--- src/hw/rtl/vpd_pkg.sv ---
// Package of the vector pair distance unit: widths, register indexes, mode codes,
// and the command/status structs between controller and datapath. No dependencies.
package vpd_pkg;

  localparam int ELEM_BITS_DEF = 12;
  localparam int MAX_DIM_DEF   = 64;
  localparam int WDIM          = 64;
  localparam int WIDX_W        = 6;
  localparam int W_BITS        = 16;
  localparam int DIST_W        = 26;
  localparam int ACC_W         = 64;
  localparam int ROOT_W        = 32;
  localparam int CFG_IDX_W     = 2;
  localparam int CFG_DATA_W    = 3;

  localparam logic [CFG_IDX_W-1:0] REG_METRIC_MODE = 2'd0;
  localparam logic [CFG_IDX_W-1:0] REG_POWER_P     = 2'd1;

  localparam logic [CFG_DATA_W-1:0] MODE_MAX   = 3'd0;
  localparam logic [CFG_DATA_W-1:0] MODE_MANH  = 3'd1;
  localparam logic [CFG_DATA_W-1:0] MODE_EUCL  = 3'd2;
  localparam logic [CFG_DATA_W-1:0] MODE_MINK  = 3'd3;
  localparam logic [CFG_DATA_W-1:0] MODE_MAHA  = 3'd4;
  localparam logic [CFG_DATA_W-1:0] POWER_RST  = 3'd3;
  localparam logic [CFG_DATA_W-1:0] POWER_QUAD = 3'd4;

  localparam logic REQ_PAIR   = 1'b0;
  localparam logic REQ_WEIGHT = 1'b1;

  typedef enum logic [1:0] {
    ROOT_SQ   = 2'd0,
    ROOT_CUBE = 2'd1,
    ROOT_QUAD = 2'd2
  } root_k_e;

  typedef struct packed {
    logic    pair_take;
    logic    wgt_take;
    logic    mul_sq;
    logic    mul_pw;
    logic    acc_upd;
    logic    res_acc;
    logic    res_root;
    logic    m_init;
    logic    m_rd_row;
    logic    m_prod;
    logic    m_row;
    logic    m_rd_di;
    logic    m_dmul;
    logic    m_q;
    logic    root_start;
    logic    root_q_src;
    root_k_e root_k;
    logic    out_load;
  } cmd_t;

  typedef struct packed {
    logic j_last;
    logic i_last;
    logic root_done;
    logic out_free;
  } sts_t;

  function automatic logic is_quad(logic [CFG_DATA_W-1:0] p);
    return p >= POWER_QUAD;
  endfunction

endpackage

--- src/hw/rtl/vpd_ctrl.sv ---
// Controller state machine: request intake, per-element power and accumulate,
// quadratic form loops, root start and result hand-off. Depends on vpd_pkg.
module vpd_ctrl (
  input  logic                            clk_i,
  input  logic                            rst_ni,
  input  logic                            req_valid_i,
  input  logic                            req_type_i,
  input  logic                            req_last_i,
  output logic                            req_ready_o,
  input  logic [vpd_pkg::CFG_DATA_W-1:0]  metric_mode_i,
  input  logic [vpd_pkg::CFG_DATA_W-1:0]  power_p_i,
  input  vpd_pkg::sts_t                   sts_i,
  output vpd_pkg::cmd_t                   cmd_o
);

  typedef enum logic [12:0] {
    ST_IDLE   = 13'b0000000000001,
    ST_MUL1   = 13'b0000000000010,
    ST_MUL2   = 13'b0000000000100,
    ST_ACC    = 13'b0000000001000,
    ST_FIN    = 13'b0000000010000,
    ST_M_ADDR = 13'b0000000100000,
    ST_M_MUL  = 13'b0000001000000,
    ST_M_ROW  = 13'b0000010000000,
    ST_M_DI   = 13'b0000100000000,
    ST_M_DMUL = 13'b0001000000000,
    ST_M_Q    = 13'b0010000000000,
    ST_ROOT   = 13'b0100000000000,
    ST_OUT    = 13'b1000000000000
  } state_e;

  state_e state_q, state_d;
  logic   last_q;
  logic   maha_root_q;

  always_comb begin
    state_d     = state_q;
    cmd_o       = '0;
    req_ready_o = 1'b0;
    case (state_q)
      ST_IDLE: begin
        req_ready_o = 1'b1;
        if (req_valid_i) begin
          if (req_type_i == vpd_pkg::REQ_WEIGHT) begin
            cmd_o.wgt_take = 1'b1;
          end else begin
            cmd_o.pair_take = 1'b1;
            state_d         = ST_MUL1;
          end
        end
      end
      ST_MUL1: begin
        cmd_o.mul_sq = 1'b1;
        state_d      = ST_MUL2;
      end
      ST_MUL2: begin
        cmd_o.mul_pw = 1'b1;
        state_d      = ST_ACC;
      end
      ST_ACC: begin
        cmd_o.acc_upd = 1'b1;
        state_d       = last_q ? ST_FIN : ST_IDLE;
      end
      ST_FIN: begin
        case (metric_mode_i)
          vpd_pkg::MODE_MAX, vpd_pkg::MODE_MANH: begin
            cmd_o.res_acc = 1'b1;
            state_d       = ST_OUT;
          end
          vpd_pkg::MODE_MAHA: begin
            cmd_o.m_init = 1'b1;
            state_d      = ST_M_ADDR;
          end
          vpd_pkg::MODE_MINK: begin
            cmd_o.root_start = 1'b1;
            cmd_o.root_k     = vpd_pkg::is_quad(power_p_i) ? vpd_pkg::ROOT_QUAD
                                                           : vpd_pkg::ROOT_CUBE;
            state_d          = ST_ROOT;
          end
          default: begin
            cmd_o.root_start = 1'b1;
            cmd_o.root_k     = vpd_pkg::ROOT_SQ;
            state_d          = ST_ROOT;
          end
        endcase
      end
      ST_M_ADDR: begin
        cmd_o.m_rd_row = 1'b1;
        state_d        = ST_M_MUL;
      end
      ST_M_MUL: begin
        cmd_o.m_prod = 1'b1;
        state_d      = ST_M_ROW;
      end
      ST_M_ROW: begin
        cmd_o.m_row = 1'b1;
        state_d     = sts_i.j_last ? ST_M_DI : ST_M_ADDR;
      end
      ST_M_DI: begin
        cmd_o.m_rd_di = 1'b1;
        state_d       = ST_M_DMUL;
      end
      ST_M_DMUL: begin
        cmd_o.m_dmul = 1'b1;
        state_d      = ST_M_Q;
      end
      ST_M_Q: begin
        cmd_o.m_q = 1'b1;
        state_d   = sts_i.i_last ? ST_ROOT : ST_M_ADDR;
      end
      ST_ROOT: begin
        if (maha_root_q) begin
          cmd_o.root_start = 1'b1;
          cmd_o.root_k     = vpd_pkg::ROOT_SQ;
          cmd_o.root_q_src = 1'b1;
        end
        if (sts_i.root_done) begin
          cmd_o.res_root = 1'b1;
          state_d        = ST_OUT;
        end
      end
      ST_OUT: begin
        if (sts_i.out_free) begin
          cmd_o.out_load = 1'b1;
          state_d        = ST_IDLE;
        end
      end
      default: state_d = ST_IDLE;
    endcase
  end

  // quadratic form sum is complete in the cycle after the last row term
  always_ff @(posedge clk_i or negedge rst_ni) begin
    if (!rst_ni) begin
      maha_root_q <= 1'b0;
    end else begin
      maha_root_q <= (state_q == ST_M_Q) && sts_i.i_last;
    end
  end

  vpd_pkg::cmd_t cmd_c;
  always_comb begin
    cmd_c = cmd_o;
  end

  always_ff @(posedge clk_i or negedge rst_ni) begin
    if (!rst_ni) begin
      state_q <= ST_IDLE;
      last_q  <= 1'b0;
    end else begin
      state_q <= state_d;
      if (cmd_o.pair_take) last_q <= req_last_i;
    end
  end

  a_out_free: assert property (@(posedge clk_i) disable iff (!rst_ni)
    cmd_c.out_load |-> sts_i.out_free)
    else $error("result loaded over a pending result");

  a_root_wait: assert property (@(posedge clk_i) disable iff (!rst_ni)
    sts_i.root_done |-> (state_q == ST_ROOT))
    else $error("root finished outside of root wait");

  a_fin_last: assert property (@(posedge clk_i) disable iff (!rst_ni)
    (state_q == ST_FIN) |-> last_q)
    else $error("finish without a last element");

  a_maha_root: assert property (@(posedge clk_i) disable iff (!rst_ni)
    maha_root_q |-> (state_q == ST_ROOT))
    else $error("quadratic form done but root not pending");

endmodule
--- config.mk ---
export PLATFORM = sky130hd
export DESIGN_NAME = vpd_ctrl
export DESIGN_NICKNAME = d
export VERILOG_FILES = /design/src/hw/rtl/vpd_pkg.sv /design/src/hw/rtl/vpd_ctrl.sv
export SDC_FILE = /design/constraint.sdc
export NUM_CORES = 1
export LEC_CHECK = 0
export BUFFER_PORTS_ARGS = -buffer_cell sky130_fd_sc_hd__buf_2
export CAP_MARGIN = 25
export CORE_ASPECT_RATIO = 1.2
export CORE_MARGIN = 4
export CORE_UTILIZATION = 25
export DETAILED_ROUTE_END_ITERATION = 10
export PLACE_DENSITY_LB_ADDON = 0.2
export SYNTH_ARGS = -nofsm -noshare
export SYNTH_HDL_FRONTEND = slang
export SYNTH_SLANG_ARGS = --single-unit
--- constraint.sdc ---
create_clock -name clk_i -period 2.45 [get_ports clk_i]
set_input_delay 0.49 -clock clk_i [delete_from_list [all_inputs] [get_ports clk_i]]
set_output_delay 0.49 -clock clk_i [all_outputs]
set_load 0.01 [all_outputs]
==> results.toml <==
[placed_design]
place_ws_ps = 164
portBuffers = 32
routabilityCongestion = 0.725
hpwlAfterDp_um = 2070
placed_cells = 195

[yosys]
async_flop_share = 1.00
syn_avg_cell_area_um2 = 9.97
synthesis.area_um2 = 1060
yosys.area.top_type = "dfrtp_1"
yosys-top-cells-count = "dfrtp_1, nor4_1, nor2_1"
yosysMostFrequentCell = "dfrtp_1"
synth_fp_nets = 121
ys_types = 39
synthTopCellsByArea = "dfrtp_1, nor4_1, nor4b_4"
synth.top_cell.area_share = 0.331
netlist_instances = 106
yosys_register_bits = 15
synth-seq-area-share = 0.356
synth_edf_count = 0
yosysWarnings = 0
synthFlopType = "dfrtp_1"

[die]
design.portCount = 35
std_cell_rows = 25
die-area_um2 = 5340
die_width_um = 67.4
core_um2 = 4000
fp.dieH_um = 79.2
start_util = 0.264

[critical_path]
end_kind = "primary output"
worstSetupStartpointType = "register"
r2r_slack_ps = 650
cp.required_ps = 1960
critPathKind = "register to primary output"
critPathMaxFanout = 7
crit_arrival_ps = 1920

[outcome]
status = "complete, no violations"

[sta]
rsz0062_at_grt = "yes"
max_freq_ghz = 0.416
hold_viol = 0
setup-tns-final_ps = 0
timing.final.max_slew_violations = 0
fin_ws_ps = 43.9
fin_crit_sh = 0.982
finalClockSkew_ps = 4.14
min_period_ps = 2410
setup_violations = 0
tightest_slew_ps = 529
maxSlewHeadroom = 0.642

[global_routing]
antenna_found_initial = 0
grt_max_degree = 16
gr-total-overflow = 0
grt_pass1_wl_um = 4520
first_global_vias = 977
grt_usage = 0.109

[cts]
clock-sinks = 15
cts_root_buffer = "clkbuf_8"
cts_tree = "built"
numCtsBuffers = 3
clk_path_buf_depth = 2
insertion_delay_ps = 250
htree_levels = 1
cts.clk_slew.worst_paths_ps = 60

[routing]
drt_iter0_drc = 26
wl_per_cell_um = 12.9
firstDrtPassIters = 4
postRouteAntennaNets = 0
vias_per_cell = 4.73
drc_errors = 0
drt-total-wl_um = 2700
vias = 994

[power]
swShare = 0.339
pwr-share-clk = 0.250
p_total_w = 0.000810
peakVddDrop_uv = 293
comb_power_share = 0.370
p_seq_frac = 0.380
power_density_nw_per_um2 = 553
internal_power_w = 0.000535
p_switching_w = 0.000275
p_leak_nw = 0.712

[job]
max_cap_violations = 0

[cells_and_area]
fin_cells = 210
area_growth_pct = 38.6
drive_gt1_frac = 0.487
nets = 172
diodes = 0

[worst_hold_path]
min_path_type = "input port to asynchronous set/reset pin"
-- repair_timing --
item                       in CTS  in global routing
hold buffers                    0                  0
setup buffers                   4                  7
resized for setup               3                  5
hold endpoints to repair        0                  0
pin swaps                       5                  6
setup endpoints to repair       7                 10
-- cell usage in the layout, fill, tap and decap left out, types with 3 or more instances in the layout --
cell type and instances:
dfrtp_1 11, and2_1 4, nand2b_1 5, a21oi_1 5, nand4_1 3, nor4_1 9, nand3_2 3, inv_1 5
dfrtp_2 3, o21ai_0 3, nand2_1 4, buf_4 17, and4b_1 4, clkbuf_8 3, buf_2 31, nor3_1 4
nor2_1 8
-- per-stage QoR --
| step | cell area [µm²] | hold WS, ps | utilization |
|---|---|---|---|
| final | 1470 | 145 | 0.366 |
| after CTS | 1390 | 149 | 0.347 |
| after global placement | 1310 | 421 | 0.326 |
| after detailed placement | 1310 | 422 | 0.326 |
| after floorplan | 1060 | 194 | - |
| after global routing | 1470 | 155 | 0.366 |
-- power groups by stage --
stage | sequential, W | combinational, W | clock (W)
floorplan | 0.000303 | 0.000199 | 0
global placement | 0.000315 | 0.000253 | 0
detailed placement | 0.000316 | 0.000258 | 0
CTS | 0.000309 | 0.000279 | 0.000213
global route | 0.000313 | 0.000336 | 0.000227
finish | 0.000308 | 0.000300 | 0.000203
-- path summary, 6_finish.rpt --
path,endpoint,cells past startpoint,from
setup / recovery,cmd_o[4],6,state_q[5]
hold / removal,state_q[11],1,rst_ni
setup reg to reg,last_q,4,state_q[4]
hold reg to reg,state_q[4],1,last_q
max in group asynchronous,state_q[0],1,rst_ni
min in group clk_i,last_q,2,req_last_i
-- per-layer routing --
metal / share of wire / global-route usage / vias up
li1: - / - / 500
met1: 0.41 / 0.130 / 465
met2: 0.52 / 0.188 / 25
met3: 0.060 / 0.0354 / 4
met4: 0.0078 / 0.0243 / 0
met5: 0 / 0 / -
-- cell type report --
cell class	instances	area (µm²)
Inverter	5	18.8
Tap cell	54	67.6
Fill cell	447	2540
Multi-Input combinational cell	83	659
Clock buffer	4	45.0
Sequential cell	15	380
Timing Repair Buffer	49	294
-- sequential cells by signal (all words and copies together) (netlist names) --
name,flops
last_q,1
maha_root_q,1
state_q,13
-- logic make-up (layout without fill, tap and decap cells) --
| family | after synthesis | count (layout) | share of synthesized area |
|---|---|---|---|
| AO/OA/AOI/OAI | 13 | 13 | 0.0805 |
| XOR/XNOR | 3 | 3 | 0.0249 |
| buffers and inverters | 8 | 58 | 0.0402 |
| flip-flops | 15 | 15 | 0.356 |
| multiplexers | 1 | 1 | 0.0107 |
| AND/OR/NAND/NOR | 66 | 66 | 0.488 |
-- worst max-delay path: stages, from the launching register on --
cell,delay (ps)
dfrtp_1,490
nor4b_2,370
nand4_1,130
buf_4,170
or2_2,330
nand2b_4,80
buf_6,100
No activity file was read; power rests on OpenSTA's default activity.
